===== src/rtl/orbuf_pkg.sv =====
// ----------------------------------------------------------------------------
// orbuf_pkg
// Shared types and constants for the overwriting ring buffer with absolute
// sequence numbering.
// ----------------------------------------------------------------------------
package orbuf_pkg;

   localparam int DEPTH_DEF      = 16;
   localparam int DATA_WIDTH_DEF = 32;

   localparam int OP_W     = 3;
   localparam int SEQ_W    = 32;
   localparam int WRAP_W   = 28;
   localparam int STATUS_W = 2;

   typedef enum logic [OP_W-1:0] {
      OP_PUSH    = 3'd0,
      OP_PULL    = 3'd1,
      OP_READ_AT = 3'd2,
      OP_SKIP    = 3'd3,
      OP_CLEAR   = 3'd4
   } op_type;

   localparam logic [STATUS_W-1:0] STAT_OK    = 2'd0;
   localparam logic [STATUS_W-1:0] STAT_EMPTY = 2'd1;
   localparam logic [STATUS_W-1:0] STAT_RANGE = 2'd2;

   // controller -> datapath
   typedef struct packed {
      logic latch;   // capture the request payload
      logic exec;    // apply the operation to pointers and store
      logic load;    // load the response register
   } cmd_type;

endpackage


===== src/rtl/orbuf_if.sv =====
// ----------------------------------------------------------------------------
// orbuf_req_if / orbuf_rsp_if
// Valid/ready channels for requests and responses of the ring buffer.
// ----------------------------------------------------------------------------
interface orbuf_req_if #(
   parameter int DATA_WIDTH = orbuf_pkg::DATA_WIDTH_DEF
);
   logic                           valid;
   logic                           ready;
   logic [orbuf_pkg::OP_W-1:0]     operation;
   logic [DATA_WIDTH-1:0]          push_data;
   logic [orbuf_pkg::SEQ_W-1:0]    seq_index;
   logic [orbuf_pkg::SEQ_W-1:0]    skip_count;

   modport source (output valid, operation, push_data, seq_index, skip_count,
                   input ready);
   modport sink   (input valid, operation, push_data, seq_index, skip_count,
                   output ready);
endinterface

interface orbuf_rsp_if #(
   parameter int DATA_WIDTH = orbuf_pkg::DATA_WIDTH_DEF,
   parameter int CNT_W      = $clog2(orbuf_pkg::DEPTH_DEF)
);
   logic                            valid;
   logic                            ready;
   logic [orbuf_pkg::STATUS_W-1:0]  status;
   logic [DATA_WIDTH-1:0]           read_data;
   logic [CNT_W-1:0]                item_count;
   logic [orbuf_pkg::SEQ_W-1:0]     oldest_seq;
   logic [orbuf_pkg::SEQ_W-1:0]     next_seq;

   modport source (output valid, status, read_data, item_count, oldest_seq, next_seq,
                   input ready);
   modport sink   (input valid, status, read_data, item_count, oldest_seq, next_seq,
                   output ready);
endinterface


===== src/rtl/orbuf_ctrl.sv =====
// ----------------------------------------------------------------------------
// orbuf_ctrl
// Sequencer: capture request, execute, load response register.
// ----------------------------------------------------------------------------
module orbuf_ctrl (
   input  logic               clock,
   input  logic               reset,
   input  logic               req_valid,
   output logic               req_ready,
   output logic               rsp_valid,
   input  logic               rsp_ready,
   output orbuf_pkg::cmd_type cmd
);

   typedef enum logic [1:0] {
      S_IDLE,
      S_CALC,
      S_DONE
   } state_type;

   state_type state_ff;
   state_type state_in;
   logic      rsp_valid_ff;
   logic      rsp_free;

   assign req_ready = (state_ff == S_IDLE);
   assign rsp_valid = rsp_valid_ff;
   assign rsp_free  = !rsp_valid_ff || rsp_ready;

   assign cmd.latch = req_valid && req_ready;
   assign cmd.exec  = (state_ff == S_CALC);
   assign cmd.load  = (state_ff == S_DONE) && rsp_free;

   always_comb begin
      state_in = state_ff;
      case (state_ff)
         S_IDLE: begin
            if (req_valid) state_in = S_CALC;
         end
         S_CALC: begin
            state_in = S_DONE;
         end
         S_DONE: begin
            // wait here until the response register can take the result
            if (rsp_free) state_in = S_IDLE;
         end
         default: begin
            state_in = S_IDLE;
         end
      endcase
   end

   always_ff @(posedge clock) begin
      if (reset) begin
         state_ff     <= S_IDLE;
         rsp_valid_ff <= 1'b0;
      end else begin
         state_ff <= state_in;
         if (cmd.load) begin
            rsp_valid_ff <= 1'b1;
         end else if (rsp_ready) begin
            rsp_valid_ff <= 1'b0;
         end
      end
   end

endmodule


===== src/rtl/orbuf_dpath.sv =====
// ----------------------------------------------------------------------------
// orbuf_dpath
// Pointers, wrap count, data store and response register.
// ----------------------------------------------------------------------------
module orbuf_dpath #(
   parameter int DEPTH      = orbuf_pkg::DEPTH_DEF,
   parameter int DATA_WIDTH = orbuf_pkg::DATA_WIDTH_DEF,
   parameter int CNT_W      = $clog2(DEPTH)
) (
   input  logic                           clock,
   input  logic                           reset,
   input  orbuf_pkg::cmd_type             cmd,
   input  logic [orbuf_pkg::OP_W-1:0]     req_operation,
   input  logic [DATA_WIDTH-1:0]          req_push_data,
   input  logic [orbuf_pkg::SEQ_W-1:0]    req_seq_index,
   input  logic [orbuf_pkg::SEQ_W-1:0]    req_skip_count,
   output logic [orbuf_pkg::STATUS_W-1:0] rsp_status,
   output logic [DATA_WIDTH-1:0]          rsp_read_data,
   output logic [CNT_W-1:0]               rsp_item_count,
   output logic [orbuf_pkg::SEQ_W-1:0]    rsp_oldest_seq,
   output logic [orbuf_pkg::SEQ_W-1:0]    rsp_next_seq
);

   localparam int SEQ_W  = orbuf_pkg::SEQ_W;
   localparam int WRAP_W = orbuf_pkg::WRAP_W;
   localparam int PTR_W  = CNT_W;
   localparam int EXT_W  = PTR_W + 1;
   localparam logic [PTR_W-1:0] LAST = PTR_W'(DEPTH - 1);

   // request capture
   orbuf_pkg::op_type     op_ff;
   logic [DATA_WIDTH-1:0] data_ff;
   logic [SEQ_W-1:0]      seq_ff;
   logic [SEQ_W-1:0]      skip_ff;

   // buffer state
   logic [PTR_W-1:0]  wp_ff, wp_in;
   logic [PTR_W-1:0]  rp_ff, rp_in;
   logic [WRAP_W-1:0] wrap_ff, wrap_in;

   logic [DATA_WIDTH-1:0] mem [DEPTH];
   logic [DATA_WIDTH-1:0] mem_q_ff;
   logic [PTR_W-1:0]      rd_addr;
   logic                  wr_en;

   logic [orbuf_pkg::STATUS_W-1:0] status_ff, status_in;
   logic                           hit_ff, hit_in;

   logic [orbuf_pkg::STATUS_W-1:0] rsp_status_ff;
   logic [DATA_WIDTH-1:0]          rsp_data_ff;
   logic [CNT_W-1:0]               rsp_count_ff;
   logic [SEQ_W-1:0]               rsp_oldest_ff;
   logic [SEQ_W-1:0]               rsp_next_ff;

   logic [PTR_W-1:0] cnt_cur;
   logic [SEQ_W-1:0] oldest_cur;
   logic [SEQ_W-1:0] gap;
   logic             in_range;
   logic [EXT_W-1:0] slot_sum;
   logic [PTR_W-1:0] slot;
   logic [PTR_W-1:0] skip_n;
   logic [EXT_W-1:0] skip_sum;
   logic [PTR_W-1:0] skip_pos;
   logic [PTR_W-1:0] push_nxt;

   function automatic logic [PTR_W-1:0] bump(input logic [PTR_W-1:0] p);
      return (p == LAST) ? '0 : p + 1'b1;
   endfunction

   function automatic logic [PTR_W-1:0] count(input logic [PTR_W-1:0] wp,
                                              input logic [PTR_W-1:0] rp);
      logic [EXT_W-1:0] d;
      d = {1'b0, wp} - {1'b0, rp};
      if (rp > wp) d = d + EXT_W'(DEPTH);
      return d[PTR_W-1:0];
   endfunction

   function automatic logic [SEQ_W-1:0] seq_of(input logic [WRAP_W-1:0] w,
                                                input logic [PTR_W-1:0]  p);
      logic [SEQ_W-1:0] wx;
      wx = SEQ_W'(w);
      return wx * SEQ_W'(DEPTH) + SEQ_W'(p);
   endfunction

   function automatic logic [SEQ_W-1:0] oldest(input logic [WRAP_W-1:0] w,
                                                input logic [PTR_W-1:0]  wp,
                                                input logic [PTR_W-1:0]  rp);
      // oldest item sits one wrap behind when the read side has not wrapped yet
      return seq_of((rp > wp) ? w - 1'b1 : w, rp);
   endfunction

   assign cnt_cur    = count(wp_ff, rp_ff);
   assign oldest_cur = oldest(wrap_ff, wp_ff, rp_ff);
   assign gap        = seq_ff - oldest_cur;
   assign in_range   = gap < SEQ_W'(cnt_cur);

   // gap and skip are both below DEPTH here, so one subtract wraps the slot
   assign slot_sum = EXT_W'(rp_ff) + EXT_W'(gap[PTR_W-1:0]);
   assign slot     = (slot_sum >= EXT_W'(DEPTH)) ? PTR_W'(slot_sum - EXT_W'(DEPTH))
                                                 : slot_sum[PTR_W-1:0];

   assign skip_n   = (skip_ff < SEQ_W'(cnt_cur)) ? skip_ff[PTR_W-1:0] : cnt_cur;
   assign skip_sum = EXT_W'(rp_ff) + EXT_W'(skip_n);
   assign skip_pos = (skip_sum >= EXT_W'(DEPTH)) ? PTR_W'(skip_sum - EXT_W'(DEPTH))
                                                 : skip_sum[PTR_W-1:0];

   assign push_nxt = bump(wp_ff);

   always_comb begin
      wp_in     = wp_ff;
      rp_in     = rp_ff;
      wrap_in   = wrap_ff;
      status_in = orbuf_pkg::STAT_OK;
      hit_in    = 1'b0;
      rd_addr   = rp_ff;
      wr_en     = 1'b0;
      case (op_ff)
         orbuf_pkg::OP_PUSH: begin
            if (push_nxt == '0) wrap_in = wrap_ff + 1'b1;
            // full: drop everything but the word being written
            if (push_nxt == rp_ff) rp_in = wp_ff;
            wr_en = 1'b1;
            wp_in = push_nxt;
         end
         orbuf_pkg::OP_PULL: begin
            if (wp_ff == rp_ff) begin
               status_in = orbuf_pkg::STAT_EMPTY;
            end else begin
               hit_in = 1'b1;
               rp_in  = bump(rp_ff);
            end
         end
         orbuf_pkg::OP_READ_AT: begin
            if (in_range) begin
               hit_in  = 1'b1;
               rd_addr = slot;
            end else begin
               status_in = orbuf_pkg::STAT_RANGE;
            end
         end
         orbuf_pkg::OP_SKIP: begin
            rp_in = skip_pos;
         end
         orbuf_pkg::OP_CLEAR: begin
            wp_in   = '0;
            rp_in   = '0;
            wrap_in = '0;
         end
         default: begin
         end
      endcase
   end

   always_ff @(posedge clock) begin
      if (cmd.latch) begin
         op_ff   <= orbuf_pkg::op_type'(req_operation);
         data_ff <= req_push_data;
         seq_ff  <= req_seq_index;
         skip_ff <= req_skip_count;
      end
   end

   always_ff @(posedge clock) begin
      if (reset) begin
         wp_ff   <= '0;
         rp_ff   <= '0;
         wrap_ff <= '0;
      end else if (cmd.exec) begin
         wp_ff   <= wp_in;
         rp_ff   <= rp_in;
         wrap_ff <= wrap_in;
      end
   end

   always_ff @(posedge clock) begin
      if (cmd.exec) begin
         if (wr_en) mem[wp_ff] <= data_ff;
         mem_q_ff  <= mem[rd_addr];
         status_ff <= status_in;
         hit_ff    <= hit_in;
      end
   end

   always_ff @(posedge clock) begin
      if (cmd.load) begin
         rsp_status_ff <= status_ff;
         rsp_data_ff   <= hit_ff ? mem_q_ff : '0;
         rsp_count_ff  <= cnt_cur;
         rsp_oldest_ff <= oldest_cur;
         rsp_next_ff   <= seq_of(wrap_ff, wp_ff);
      end
   end

   assign rsp_status     = rsp_status_ff;
   assign rsp_read_data  = rsp_data_ff;
   assign rsp_item_count = rsp_count_ff;
   assign rsp_oldest_seq = rsp_oldest_ff;
   assign rsp_next_seq   = rsp_next_ff;

endmodule


===== src/rtl/overwriting_ring_buffer_abs_index_core.sv =====
// ----------------------------------------------------------------------------
// overwriting_ring_buffer_abs_index_core
// Overwriting ring buffer whose slots are also absolute sequence numbers.
// ----------------------------------------------------------------------------
// Usage:
//   req_ch carries one operation per transfer: push, pull, read at an absolute
//   sequence number, skip oldest, or clear. Every request gives exactly one
//   transfer on rsp_ch with status, read word, item count, oldest and next
//   sequence numbers as they stand after the operation.
//   A request passes through capture, execute (pointer update, a write to the
//   data store on push and a read from it, read data registered) and response
//   load. The next request is taken in the cycle after the response is loaded;
//   requests do not overlap. The response register holds a finished result
//   while the receiver stalls; a new request may still be captured and
//   executed meanwhile and waits for the register to drain before its own
//   result is loaded.
//   Synchronous reset empties the buffer: positions and wrap count to zero.
//   No clearing pass; store contents stay undefined until written.
//   Item count is CLOG2(DEPTH) bits wide, so at most DEPTH-1 items are held.
// ----------------------------------------------------------------------------
module overwriting_ring_buffer_abs_index_core #(
   parameter int DEPTH      = orbuf_pkg::DEPTH_DEF,
   parameter int DATA_WIDTH = orbuf_pkg::DATA_WIDTH_DEF
) (
   input logic         clock,
   input logic         reset,
   orbuf_req_if.sink   req_ch,
   orbuf_rsp_if.source rsp_ch
);

   localparam int CNT_W = $clog2(DEPTH);

   orbuf_pkg::cmd_type cmd;

   orbuf_ctrl u_ctrl (
      .clock     (clock),
      .reset     (reset),
      .req_valid (req_ch.valid),
      .req_ready (req_ch.ready),
      .rsp_valid (rsp_ch.valid),
      .rsp_ready (rsp_ch.ready),
      .cmd       (cmd)
   );

   orbuf_dpath #(
      .DEPTH      (DEPTH),
      .DATA_WIDTH (DATA_WIDTH),
      .CNT_W      (CNT_W)
   ) u_dpath (
      .clock          (clock),
      .reset          (reset),
      .cmd            (cmd),
      .req_operation  (req_ch.operation),
      .req_push_data  (req_ch.push_data),
      .req_seq_index  (req_ch.seq_index),
      .req_skip_count (req_ch.skip_count),
      .rsp_status     (rsp_ch.status),
      .rsp_read_data  (rsp_ch.read_data),
      .rsp_item_count (rsp_ch.item_count),
      .rsp_oldest_seq (rsp_ch.oldest_seq),
      .rsp_next_seq   (rsp_ch.next_seq)
   );

endmodule

===== src/flat_wrapper.sv =====
// flat-port wrapper written by rule: the top's interface ports become plain ports
module overwriting_ring_buffer_abs_index_core_flat 
#(
   parameter int DEPTH      = orbuf_pkg::DEPTH_DEF,
   parameter int DATA_WIDTH = orbuf_pkg::DATA_WIDTH_DEF
)
  (clock, reset, req_ch_valid, req_ch_operation, req_ch_push_data, req_ch_seq_index, req_ch_skip_count, req_ch_ready, rsp_ch_valid, rsp_ch_status, rsp_ch_read_data, rsp_ch_item_count, rsp_ch_oldest_seq, rsp_ch_next_seq, rsp_ch_ready);
  orbuf_req_if #(.DATA_WIDTH(DATA_WIDTH)) req_ch_i ();
  orbuf_rsp_if #(.DATA_WIDTH(DATA_WIDTH)) rsp_ch_i ();
  input logic clock;
  input logic reset;
  input wire logic [$bits(req_ch_i.valid)-1:0] req_ch_valid;
  input wire logic [$bits(req_ch_i.operation)-1:0] req_ch_operation;
  input wire logic [$bits(req_ch_i.push_data)-1:0] req_ch_push_data;
  input wire logic [$bits(req_ch_i.seq_index)-1:0] req_ch_seq_index;
  input wire logic [$bits(req_ch_i.skip_count)-1:0] req_ch_skip_count;
  output wire logic [$bits(req_ch_i.ready)-1:0] req_ch_ready;
  output wire logic [$bits(rsp_ch_i.valid)-1:0] rsp_ch_valid;
  output wire logic [$bits(rsp_ch_i.status)-1:0] rsp_ch_status;
  output wire logic [$bits(rsp_ch_i.read_data)-1:0] rsp_ch_read_data;
  output wire logic [$bits(rsp_ch_i.item_count)-1:0] rsp_ch_item_count;
  output wire logic [$bits(rsp_ch_i.oldest_seq)-1:0] rsp_ch_oldest_seq;
  output wire logic [$bits(rsp_ch_i.next_seq)-1:0] rsp_ch_next_seq;
  input wire logic [$bits(rsp_ch_i.ready)-1:0] rsp_ch_ready;
  assign req_ch_i.valid = req_ch_valid;
  assign req_ch_i.operation = req_ch_operation;
  assign req_ch_i.push_data = req_ch_push_data;
  assign req_ch_i.seq_index = req_ch_seq_index;
  assign req_ch_i.skip_count = req_ch_skip_count;
  assign req_ch_ready = req_ch_i.ready;
  assign rsp_ch_valid = rsp_ch_i.valid;
  assign rsp_ch_status = rsp_ch_i.status;
  assign rsp_ch_read_data = rsp_ch_i.read_data;
  assign rsp_ch_item_count = rsp_ch_i.item_count;
  assign rsp_ch_oldest_seq = rsp_ch_i.oldest_seq;
  assign rsp_ch_next_seq = rsp_ch_i.next_seq;
  assign rsp_ch_i.ready = rsp_ch_ready;
  overwriting_ring_buffer_abs_index_core #(.DEPTH(DEPTH), .DATA_WIDTH(DATA_WIDTH)) u_core (.clock(clock), .reset(reset), .req_ch(req_ch_i), .rsp_ch(rsp_ch_i));
endmodule

===== config.mk =====
export PLATFORM = sky130hd
export DESIGN_NAME = overwriting_ring_buffer_abs_index_core_flat
export DESIGN_NICKNAME = d
export VERILOG_FILES = /design/src/rtl/orbuf_pkg.sv /design/src/rtl/orbuf_if.sv /design/src/rtl/orbuf_ctrl.sv /design/src/rtl/orbuf_dpath.sv /design/src/rtl/overwriting_ring_buffer_abs_index_core.sv /design/src/flat_wrapper.sv
export SDC_FILE = /design/constraint.sdc
export NUM_CORES = 1
export LEC_CHECK = 0
export BUFFER_PORTS_ARGS = -buffer_cell sky130_fd_sc_hd__buf_2
export CORE_MARGIN = 2
export CORE_UTILIZATION = 40
export CTS_CLUSTER_SIZE = 30
export DETAILED_ROUTE_END_ITERATION = 7
export PLACE_DENSITY = 0.53
export SYNTH_ARGS = -nofsm -noshare
export SYNTH_HDL_FRONTEND = slang
export SYNTH_SLANG_ARGS = --single-unit
export TNS_END_PERCENT = 30

===== constraint.sdc =====
create_clock -name clock -period 21.3 [get_ports clock]
set_clock_uncertainty 0.1 [all_clocks]
set_input_delay 0 -clock clock [delete_from_list [all_inputs] [get_ports clock]]
set_output_delay 0 -clock clock [all_outputs]
set_load 0.03 [all_outputs]

### Word-level counts from Yosys, hierarchy flattened

Memory sizes are Yosys's and may differ from the RTL's. A register that Yosys moved wholly into a read port is not among the register bits.
Cells that the tools add are included.

| storage, ports and cells | value |
|---|---|
| register bits after elaboration | 243 |
| memory bits (writable) | 512 |
| logic and storage cells | 94 |
| memories | 1 |

Memories:

| memory | words | width | read ports | clocked after Yosys merged registers in | wr ports | RTL line | RTL |
|---|---|---|---|---|---|---|---|
| u_core.u_dpath.mem | 16 | 32 | 1 | 1 | 1 | orbuf_dpath.sv:41 | `logic [DATA_WIDTH-1:0] mem [DEPTH];` |

| cells by class | value |
|---|---|
| add/sub/neg operators | 13 |
| order comparisons | 5 |
| equality and inequality tests | 15 |
| muxes and demuxes | 30 |
| reduce and logical (&&, ||, !) cells | 14 |

Operator list:

| operator | count |
|---|---|
| 32-bit by 4-bit adder with 32-bit output | 2 |
| 32-bit by 4-bit < comparator with 1-bit output | 2 |
| 28-bit two-way mux | 2 |
| 28-bit case mux with 2 select lines | 1 |
| 4-bit two-way mux | 10 |
| 32-bit subtractor | 1 |
| 28-bit by 1-bit adder with 28-bit output (second input constant) | 1 |
| 28-bit by 1-bit subtractor with 28-bit output (second input constant) | 1 |
| 4-bit case mux with 4 select lines | 1 |
| 4-bit by 1-bit adder with 4-bit output (second input constant) | 3 |
| 4-bit by 4-bit adder with 5-bit output | 2 |
| 5-bit >= comparator (second input constant) | 2 |
| 2-bit != test (second input constant) | 5 |
| 1-bit two-way mux | 9 |
| 4-bit equality test | 2 |
| 4-bit equality test (second input constant) | 2 |
| 4-bit case mux with 2 select lines | 1 |
| 4-bit by 1-bit subtractor with 4-bit output (second input constant) | 2 |
| 3-bit by 2-bit equality test with 1-bit output (second input constant) | 2 |
| 2-bit two-way mux | 3 |
| 2-bit case mux with 3 select lines | 1 |
| 4-bit greater-than comparator | 1 |
| 4-bit zero test | 1 |
| 2-bit case mux with 2 select lines | 1 |
| 16 further kinds | 19 |

### Longest topological paths before layout

| depth | value |
|---|---|
| depth after elaboration | 9 |
| mapped depth | 30 |
| gate-level depth less buffers | 25 |

### Hierarchy

Synthesis repeated with hierarchy kept, for this count alone.

| second synthesis, totals | value |
|---|---|
| cell total of the unflattened synthesis | 2642 |
| area total of the unflattened synthesis | 35059.9 sq um |

Modules (own cells, without submodules):

| module | instances | cells an instance | area an instance (sq um) |
|---|---|---|---|
| orbuf_dpath | 1 | 2629 | 34921.0 |
| orbuf_ctrl | 1 | 13 | 138.9 |

### Least setup slack after synthesis

No wires, ideal clock.

| path | value |
|---|---|
| path kind | reg2reg |
| start | register u_core.u_dpath.rp_ff[3] |
| end | register u_core.u_dpath.mem_q_ff[29] (read register of u_core.u_dpath.mem), data pin |
| setup time | 0.265 ns |
| arrival time | 6.370 ns |
| required time | 20.935 ns |
| slack | 14.564 ns |
| stages on the path, launching flop included | 29 |
| path buffers | 6 |
| cells stage by stage | dfxtp_1 > clkbuf_1 > inv_1 > ha_1 > clkbuf_1 > inv_1 > o21ai_1 > clkbuf_1 > nand2_1 > o21a_1 > ha_1 > and3_1 > a221oi_1 > xnor2_1 > or3_1 > a2111oi_0 > nand4_1 > or4_1 > nor4_1 > nand4_1 > nor4_1 > nand4_1 > and2_1 > clkbuf_1 > buf_6 > clkbuf_1 > a21oi_1 > a221oi_1 > or3_1 |

| between the ends | value |
|---|---|
| word-level cells in the longest chain between the ends | 7 |
| elaborated cells between the ends (all ways) | 14 |
| classes of those cells | 6 x add/sub; 3 x order compare; 5 x mux |

Ends and longest elaborated chain:

| element | RTL line | RTL |
|---|---|---|
| start: declaration | orbuf_dpath.sv:38 | `logic [PTR_W-1:0] rp_ff, rp_in;` |
| start signal: assignment | orbuf_dpath.sv:170 | `rp_ff <= rp_in;` |
| 4-bit greater-than comparator or 32-bit by 4-bit adder with 32-bit output (tied branches) | orbuf_dpath.sv:74, orbuf_dpath.sv:89, orbuf_dpath.sv:82 |  |
| 28-bit two-way mux or 32-bit subtractor (tied branches) | orbuf_dpath.sv:89, orbuf_dpath.sv:94 |  |
| 32-bit by 4-bit adder with 32-bit output or 4-bit by 4-bit adder with 5-bit output (tied branches) | orbuf_dpath.sv:82, orbuf_dpath.sv:98 |  |
| 32-bit subtractor, or another cell as far along | orbuf_dpath.sv:94 | `assign gap = seq_ff - oldest_cur;` |
| 32-bit by 4-bit < comparator with 1-bit output or 4-bit two-way mux (tied branches) | orbuf_dpath.sv:95, orbuf_dpath.sv:99 |  |
| 4-bit two-way mux | orbuf_dpath.sv:134 | `if (in_range) begin` |
| 4-bit two-way mux * | orbuf_dpath.sv:117 | `case (op_ff)` |
| end: declaration | orbuf_dpath.sv:42 | `logic [DATA_WIDTH-1:0] mem_q_ff;` |

Every way passes the cells marked *; elsewhere a longest branch is shown, timed or not.
A chain may end at the register's enable or synchronous reset.

### Worst setup path after layout

| path | value |
|---|---|
| start | register u_core.u_dpath.rp_ff[1] |
| end | register u_core.u_dpath.mem_q_ff[4] (read register of u_core.u_dpath.mem), data pin |

Same word-level chain as after synthesis.

==> summary.txt <==
Run status
  • Status: completed

Detailed routing
  • DRT Wirelength: 101.9 mm
  • Per-cell routed wire length: 23.41 um
  • Number of remaining DRC errors: 0
  • TritonRoute pass-1 iters: 5
  • Iter 0 DRT Violations: 1901
  • Vias per inst: around 5.7
  • Final ANT Viol Nets: 0
  • Via Count: 24930

Placement
  • Pre-CTS setup slack: 10.57 ns
  • Port Buffers: 206
  • DPL Wire Length: approximately 59 mm
  • GP Congestion: between 0.8 and 0.9
  • Placed cell areas: 37990 um2

STA
  • Final Max Slew Viols: 0
  • Slew of the pin with the lowest slew margin: 1.112 ns
  • PnR worst setup slack: 10.48 ns
  • Slew headroom: roughly a quarter
  • Final hold slack: between 0.15 and 0.2 ns
  • Hold Fails Final Rpt: 0
  • Max Fclk: around 90 MHz
  • RSZ-0062 raised after global routing: false
  • Final setup TNS: 0 ns
  • Crit path time final: 10.82 ns
  • Fin crit share: 50.79%
  • Final setup vio count: 0

Global route
  • First-pass GRT wire length: between 150 and 200 mm
  • Number of antenna violations at the first check in global routing: 1
  • Overflow after GRT: 0
  • Largest net degree at the start of global routing: 193
  • Vias in the first global route: ~25000
  • Total GRT Usage: 22.02%

Synthesis
  • Top post-synthesis cells by count: 748 x edfxtp_1, 330 x nand2_1, 136 x a211oi_1
  • Post-Syn Instances: 2769
  • Number of synthesized register bits: around 790
  • Synth Flop Type: edfxtp_1
  • Syn Area/Cell: 12.95 um2
  • EDFF count, synth: around 750
  • Yosys top cell area share: 62.64%
  • Post-synthesis sequential area ratio: 64.82%
  • Largest area contributor in the netlist: edfxtp_1
  • Synth Warn #: 0
  • FFs w/ async S/R, synth: 0%
  • Post-synth net total: 2914
  • Distinct cells, synth: slightly below 90
  • Cells taking the most area after synthesis: edfxtp_1 63%, nand2_1 3.5%, a211oi_1 2.8%, dfxtp_1 2.2%, mux2i_1 2.0%
  • Post-synthesis cell area: 35860 um2
  • Most common cell in the synthesized netlist: edfxtp_1

Layout
  • Nets: 3263
  • Register area: 23240 um2
  • Antenna cells: 0
  • Multi-input gate area: 11710 um2
  • Post-route cell area: 43020 um2
  • Share of layout cells above drive strength 1: 14.75%
  • Layout area overhead: 19.97%
  • # fillers: roughly 7700

Worst hold path
  • Hold WC Path Type: in -> reg
  • Min-delay src: reset
  • WHS Path Cells: 3

Die
  • FP Rows: between 100 and 150
  • IO Pins: 207
  • Die Y: 303.4 um
  • Die area: 92060 um2
  • Initial Util: 40.45%
  • Core Region: a little under 90000 um2
  • Chip width: 303.4 um

Critical path
  • CP arrival: 11.11 ns
  • Required @ worst endpoint: roughly 22 ns
  • CP Capture Type: flop
  • Largest fanout on the critical path: 70
  • Critical path class: reg -> reg
  • Nature of the critical path startpoint: flop
  • Cells on worst reg2reg path: 24
  • Reg2reg start: u_core.u_dpath.rp_ff[1]
  • Critical Path Start: u_core.u_dpath.rp_ff[1]

Clock tree
  • # hold bufs at CTS: 201
  • Setup Buffers After CTS: 0
  • CTS tree: yes
  • Cts bufs inserted: 87
  • Post-cts sizing count: 0
  • Max Root-Sink Buffers: 3
  • Clk_lat worst skew: 0.67 ns
  • Root Driver: clkbuf_16
  • CTS Sinks: 787
  • CTS HTree Levels: 3
  • Clk slew on worst S/H paths: 0.06 ns

Flow run
  • # Max-Cap Violations: 0

Pwr
  • Maximum vdd ir drop: 0.05892 mV
  • Power Dens Cells: roughly 83 nW/um2
  • Static leakage: ~15 nW
[layout make-up]
type                            count  share of cell area, %
Clock buffer                       97                  5.267
Clock inverter                     61                  1.728
Inverter                           56                 0.4886
Multi-Input combinational cell   1735                  27.22
Sequential cell                   787                  54.03
Tap cell                         1165                  3.389
Timing Repair Buffer              451                  7.876
[kinds of logic after synthesis]
kind of cell,Yosys count,share of synthesized area [%]
buffers and inverters,247,3.001
XOR/XNOR,95,2.823
adder cells (fa/ha/maj),52,1.832
AND/OR/NAND/NOR,851,11.70
flip-flops,787,64.82
multiplexers,107,3.105
AO/OA/AOI/OAI,630,12.72
[layout by cell type, fill, tap and decap left out, drive strengths merged, types with 28 or more instances in the layout]
| cell | synthesis | layout |
|---|---|---|
| a211oi | 137 | 137 |
| clkbuf | 132 | 97 |
| ha | 38 | 38 |
| mux2 | 34 | 34 |
| o32ai | 32 | 32 |
| or3 | 50 | 50 |
| mux2i | 73 | 73 |
| and2 | 43 | 43 |
| xor2 | 33 | 33 |
| a22oi | 65 | 65 |
| edfxtp | 748 | 748 |
| nor3 | 95 | 95 |
| clkinv | 0 | 39 |
| a21boi | 67 | 67 |
| nand2 | 330 | 330 |
| dlygate4sd3 | 0 | 202 |
| buf | 59 | 249 |
| o21ai | 40 | 40 |
| inv | 56 | 59 |
| nor4 | 30 | 30 |
| nand3 | 38 | 38 |
| dfxtp | 39 | 39 |
| nand4 | 28 | 28 |
| a21oi | 114 | 114 |
| a221oi | 65 | 65 |
| xnor2 | 49 | 49 |
| nor2 | 108 | 108 |
| nor2b | 71 | 71 |
[layer usage]
layer | global-route usage [%] | share of wire (%) | vias to the layer above
li1 | - | - | 11340
met1 | 28.21 | 42 | 12620
met2 | 38.59 | 51 | 788
met3 | 2.963 | 4.8 | 176
met4 | 7.120 | 2.6 | 0
met5 | 0 | 0 | -
[registers in the layout (all words and copies together) (netlist names), 2 cells and up]
name	cells
u_core.u_dpath.op_ff	3
u_core.u_dpath.rsp_read_data	32
u_core.u_dpath.mem_q_ff	32
u_core.u_dpath.skip_ff	32
u_core.u_dpath.rp_ff	4
u_core.u_dpath.mem	512
u_core.u_dpath.rsp_item_count	4
u_core.u_dpath.rsp_oldest_seq	32
u_core.u_dpath.status_ff	2
u_core.u_dpath.rsp_status	2
u_core.u_dpath.data_ff	32
u_core.u_dpath.rsp_next_seq	32
u_core.u_dpath.seq_ff	32
u_core.u_dpath.wp_ff	4
u_core.u_dpath.wrap_ff	28
u_core.u_ctrl.state_ff	2
[final timing paths]
path	to	slack [ns]
setup reg to reg	u_core.u_dpath.mem_q_ff[4]	10.48
setup / recovery	u_core.u_dpath.mem_q_ff[4]	10.48
hold / removal	u_core.u_dpath.rp_ff[1]	0.16
hold reg to reg	u_core.u_dpath.rsp_status[0]	0.38
[metrics by stage]
step	util, %	cells	total power [mW]
2_1_floorplan	-	2769	1.933
3_3_place_gp	42.85	3992	2.014
3_5_place_dp	42.85	3992	2.016
4_1_cts	48.52	4351	3.610
5_1_grt	48.53	4352	3.703
6_report	48.53	4352	3.580
[critical path, cell delays in order, from the launching register on]
cell and delay (ns):
dfxtp_1 0.56, inv_1 0.25, fa_1 0.50, a21o_1 0.22, a21oi_1 0.79, xnor2_1 0.20
ha_1 0.39, a21o_1 0.22, a221oi_1 0.46, xnor2_1 0.11, or3_1 0.36, a2111oi_0 0.52
nand4_1 0.20, nor4b_1 0.44, nand4b_1 0.16, nor4_1 0.43, nand4_1 0.35, o21ai_4 0.22
buf_4 0.63, and2_4 0.86, buf_4 0.77, buf_4 0.83, mux2i_1 0.27, a221oi_1 0.11
or3_1 0.41
[report_power, final]
| group | internal (mW) | switching, mW |
|---|---|---|
| Sequential | 1.72 | 0.0277 |
| Combinational | 0.105 | 0.159 |
| Clock | 0.931 | 0.635 |
| Total | 2.76 | 0.822 |
Power figures use the tool's default switching activity.
